[src/hdl/assert_macros.svh]
// Assertion helpers for the combiner.
`ifndef ASSERT_MACROS_SVH
`define ASSERT_MACROS_SVH

// Implication checked on every clock edge outside reset.
`define CRT_ASSERT_IMP(label, clk, rst_n, ante, cons, msg) \
    label: assert property (@(posedge clk) disable iff (!rst_n) (ante) |-> (cons)) \
        else $error(msg);

// Next-cycle implication checked on every clock edge outside reset.
`define CRT_ASSERT_NEXT(label, clk, rst_n, ante, cons, msg) \
    label: assert property (@(posedge clk) disable iff (!rst_n) (ante) |=> (cons)) \
        else $error(msg);

`endif

[src/hdl/crt_pkg.sv]
`default_nettype none
package crt_pkg;
    // Datapath width of the divider: 64-bit dividend for modular reductions.
    localparam int DivWidth = 64;

    // Request to the shared divider.
    typedef struct packed {
        logic                start;
        logic [DivWidth-1:0] dividend;
        logic [DivWidth-1:0] divisor;
    } div_req_t;

    // Response from the shared divider.
    typedef struct packed {
        logic                busy;
        logic                done;
        logic [DivWidth-1:0] quotient;
        logic [DivWidth-1:0] remainder;
    } div_rsp_t;
endpackage
`default_nettype wire

[src/hdl/crt_divider.sv]
`default_nettype none
// Restoring divider, one quotient bit per cycle.
module crt_divider (
    input  wire logic               clk,
    input  wire logic               rst_n,
    input  wire crt_pkg::div_req_t  req,
    output crt_pkg::div_rsp_t       rsp
);
    import crt_pkg::*;

    localparam int CntW = $clog2(DivWidth + 1);

    logic                busy_reg;
    logic                done_reg;
    logic [CntW-1:0]     cnt_reg;
    logic [DivWidth-1:0] quo_reg;
    logic [DivWidth-1:0] rem_reg;
    logic [DivWidth-1:0] den_reg;
    logic [DivWidth:0]   shifted;
    logic [DivWidth:0]   diff;

    // One restoring step
    always_comb
    begin
        shifted = {rem_reg, quo_reg[DivWidth-1]};
        diff    = shifted - {1'b0, den_reg};
    end

    always_ff @(posedge clk or negedge rst_n)
    begin
        if (!rst_n)
        begin
            busy_reg <= 1'b0;
            done_reg <= 1'b0;
            cnt_reg  <= '0;
        end
        else
        begin
            done_reg <= 1'b0;
            if (req.start && !busy_reg)
            begin
                busy_reg <= 1'b1;
                cnt_reg  <= CntW'(DivWidth);
            end
            else if (busy_reg)
            begin
                cnt_reg <= cnt_reg - 1'b1;
                if (cnt_reg == CntW'(1))
                begin
                    busy_reg <= 1'b0;
                    done_reg <= 1'b1;
                end
            end
        end
    end

    // Datapath
    always_ff @(posedge clk)
    begin
        if (req.start && !busy_reg)
        begin
            quo_reg <= req.dividend;
            rem_reg <= '0;
            den_reg <= req.divisor;
        end
        else if (busy_reg)
        begin
            if (!diff[DivWidth])
            begin
                rem_reg <= diff[DivWidth-1:0];
                quo_reg <= {quo_reg[DivWidth-2:0], 1'b1};
            end
            else
            begin
                rem_reg <= shifted[DivWidth-1:0];
                quo_reg <= {quo_reg[DivWidth-2:0], 1'b0};
            end
        end
    end

    assign rsp.busy      = busy_reg;
    assign rsp.done      = done_reg;
    assign rsp.quotient  = quo_reg;
    assign rsp.remainder = rem_reg;
endmodule
`default_nettype wire

[config.mk]
export PLATFORM = sky130hd
export DESIGN_NAME = crt_divider
export DESIGN_NICKNAME = d
export VERILOG_FILES = /design/src/hdl/assert_macros.svh /design/src/hdl/crt_pkg.sv /design/src/hdl/crt_divider.sv
export SDC_FILE = /design/constraint.sdc
export NUM_CORES = 1
export LEC_CHECK = 0
export BUFFER_PORTS_ARGS = -buffer_cell sky130_fd_sc_hd__buf_2
export CAP_MARGIN = 10
export CELL_PAD_IN_SITES_DETAIL_PLACEMENT = 2
export CELL_PAD_IN_SITES_GLOBAL_PLACEMENT = 2
export CORE_ASPECT_RATIO = 0.6
export CORE_MARGIN = 2
export CORE_UTILIZATION = 33
export DETAILED_ROUTE_END_ITERATION = 16
export PLACE_DENSITY_LB_ADDON = 0.1
export SLEW_MARGIN = 20
export SYNTH_ARGS = -nofsm -noshare
export SYNTH_HDL_FRONTEND = slang
export SYNTH_SLANG_ARGS = --single-unit
export TNS_END_PERCENT = 100
[constraint.sdc]
create_clock -name clk -period 5.3 [get_ports clk]
set_clock_uncertainty 0.2 [all_clocks]
set_input_delay 0.265 -clock clk [delete_from_list [all_inputs] [get_ports clk]]
set_output_delay 0.265 -clock clk [all_outputs]
set_load 0.005 [all_outputs]
==> results.ini <==
[worst_setup_path]
end_kind = register
cp_common_cell = buf_4
critPathBufInv = 3
reg2reg_from = quo_reg[63]
cp_top_family = compound AO/OA/AOI/OAI gates
crit_fanout = 12
cp_slowest_stage_delay_ps = 400
start_kind = register
critical_path_arrival_ps = 4470
rrSetupSlack_ps = 1090
critPathSlowestCell = fa_1
criticalPathCategory = register to register
cp_cell_sequence = inv_1 > ha_1 > fa_1 > nand2b_1 > a21oi_2 > o221a_4 > a41oi_4 > a311oi_2 > o2111ai_2 > a21o_1 > a21oi_1 > buf_4 > or2_1 > buf_4 > a32oi_1 > nand3_1
rr_endpoint = rem_reg[47]
crit_start = quo_reg[63]
reg2regPathDepth = 16
cp.required_ps = 5560

[yosys]
yosys.area.top_type = edfxtp_1
syn_nets = 1512
ys.flop_type = edfxtp_1
synthDistinctLibCells = 66
synth.area.top_cells = edfxtp_1 (33%), dfxtp_1 (11%), nand2_1 (10%)
netlist_area_um2 = 11800
ys_seq_elements = 201
yosys_warnings = 0
async_reset_ff_frac = 0.0448
ys_seq_area_frac = 0.455
synth_edf_count = 128
synth.top_cell.area_share = 0.327
synth_cells = 1314
syn_area_per_cell_um2 = 8.95

[final_layout]
final_cell_area_um2 = 15600
fillerInstances = 3890
area_delta_synth_final_pct = 32.4
drive_gt1_frac = 0.192
final_nets = 1883

[clock_network]
cts_resized = 0
cts.sinks = 201
clkLatencyLatePin_ps = 540
postCtsSetupBuffers = 0
cts_buffers = 23
h-tree-depth = 1
cts_tree = done
clockBufferDepth = 3
clk_pin_slew_ps = 60
hold_buffers = 130
ctsRootBufferMaster = clkbuf_16

[global_routing]
grt_max_degree = 69
grt_overflow = 0
grt_pass1_vias = 12400
grt_use_total = 0.254
antenna_found_initial = 0
grt_pass1_wl_um = 73000

[timing]
hold_viol = 0
drv_slew = 0
tns_ps = 0
setup_ws_ps = 1090
slew-limit-headroom = 0.345
rsz0062_at_grt = false
whs_ps = 18.5
worstMarginPinSlew_ps = 974
period_needed_ps = 4210
clock.fmax_ghz = 0.237
finalSetupViolCount = 0
finalCritPeriodShare = 0.795

[drt]
wl_um = 47800
wl_per_cell_um = 22.0
drtPass1Iterations = 4
postRouteAntennaNets = 0
drtIter0Drc = 531
vias = 11400
drc = 0
viasPerCell = 5.26

[outcome]
status = completed

[placement]
place_ws_ps = 1120
dpl_cell_area_um2 = 13500
port_buffers = 260
globalplace.congestion = 0.875
dpl.hpwl_um = 34000

[power]
fin_total_pwr_mw = 10.2
power_density_nw_per_um2 = 651
p_leak_nw = 7.03
ir_worst_vdd_v = 0.000290

[floorplanning]
ios = 261
die_area_um2 = 37200
start_util = 0.335
coreArea_um2 = 35100
fp.dieW_um = 248
die_y_um = 150
rows = 53

[min_path]
min-delay-start = req[128]
whs_endpoint = rem_reg[41]
whs_path_depth = 2
hold_path.class = input pin to register

[job]
maxCapViolCount = 0

==> worst max-delay path by stage <==
stage | end | slack, ps | depth (start not counted)
3_3_place_gp | rem_reg[47] | 1250 | 14
6_report | rem_reg[47] | 1090 | 16
3_5_place_dp | rem_reg[51] | 1120 | 16
4_1_cts | rem_reg[47] | 1080 | 16
2_1_floorplan | rem_reg[53] | 1480 | 17
5_1_grt | rem_reg[45] | 790 | 16
==> cell usage after synthesis (all sizes together) (7+ instances only) <==
| cell | number |
|---|---|
| o21ai | 89 |
| dfrtp | 9 |
| edfxtp | 128 |
| clkbuf | 46 |
| o22ai | 13 |
| ha | 66 |
| and3 | 7 |
| xor2 | 19 |
| nand3 | 18 |
| a21oi | 97 |
| dfxtp | 64 |
| a32oi | 15 |
| a21o | 29 |
| a31oi | 14 |
| xnor2 | 38 |
| o21bai | 12 |
| inv | 91 |
| nand2 | 314 |
| o21a | 10 |
| nand4 | 15 |
| mux2i | 39 |
| buf | 13 |
| nor2 | 55 |
| nor3 | 22 |
==> placed cells by master, fill, tap and decap left out, drive strengths merged, types with 7 or more instances in the layout <==
cell	synthesis	final
nand2	314	314
buf	13	275
dlygate4sd3	0	130
edfxtp	128	128
a21oi	97	97
inv	91	91
o21ai	89	89
ha	66	66
dfxtp	64	64
nor2	55	55
mux2i	39	39
xnor2	38	38
clkbuf	46	30
a21o	29	29
nor3	22	22
xor2	19	19
nand3	18	18
nand4	15	15
a32oi	15	15
a31oi	14	14
o22ai	13	13
o21bai	12	12
o21a	10	10
dfrtp	9	9
clkinv	0	9
and3	7	7
==> final cells by class <==
type,count,area (um^2),area share
Tap cell,467,584,0.0375
Inverter,91,344,0.0221
Timing Repair Buffer,405,2740,0.176
Multi-Input combinational cell,963,5830,0.374
Antenna cell,1,2.50,0.000161
Sequential cell,201,5350,0.343
Clock buffer,30,632,0.0406
Clock inverter,12,97.6,0.00626
==> through the flow <==
stage          std cells   util
2_1_floorplan       1314      -
3_3_place_gp        1997  0.386
3_5_place_dp        1997  0.386
4_1_cts             2169  0.444
5_1_grt             2169  0.444
6_report            2170  0.444
==> worst reg2reg max path: cells and delay by family, from the launching register on <==
family | cells | cell delay, ps
flops | 1 | 340
compound gates | 8 | 1770
buf+inv | 3 | 560
simple gates | 3 | 650
fa+ha+maj | 2 | 620
==> logic make-up (layout without fill, tap and decap cells) <==
group | count (synthesis) | in the layout | share of synthesized area
buffers and inverters | 150 | 538 | 0.0510
XOR/XNOR | 57 | 57 | 0.0424
AO/OA/AOI/OAI | 332 | 332 | 0.179
AND/OR/NAND/NOR | 468 | 468 | 0.168
other | 0 | 1 | 0
adder cells (fa/ha/maj) | 67 | 67 | 0.0719
multiplexers | 39 | 39 | 0.0332
flip-flops | 201 | 201 | 0.455
==> power by group <==
group          switching [mW]  total, mW  internal, mW
Sequential              0.549       2.94          2.39
Clock                   0.706       1.60         0.893
Combinational            3.39       5.61          2.22
==> layer usage <==
metal / GRT usage / wire length, um / vias up / part of all wire
met5: 0 / 0 / - / 0
met2: 0.401 / 21500 / 253 / 0.45
met3: 0.0460 / 2070 / 64 / 0.043
li1: - / - / 5399 / -
met1: 0.364 / 23300 / 5694 / 0.49
met4: 0.0551 / 956 / 0 / 0.020
No activity file was read; power rests on OpenSTA's default activity.
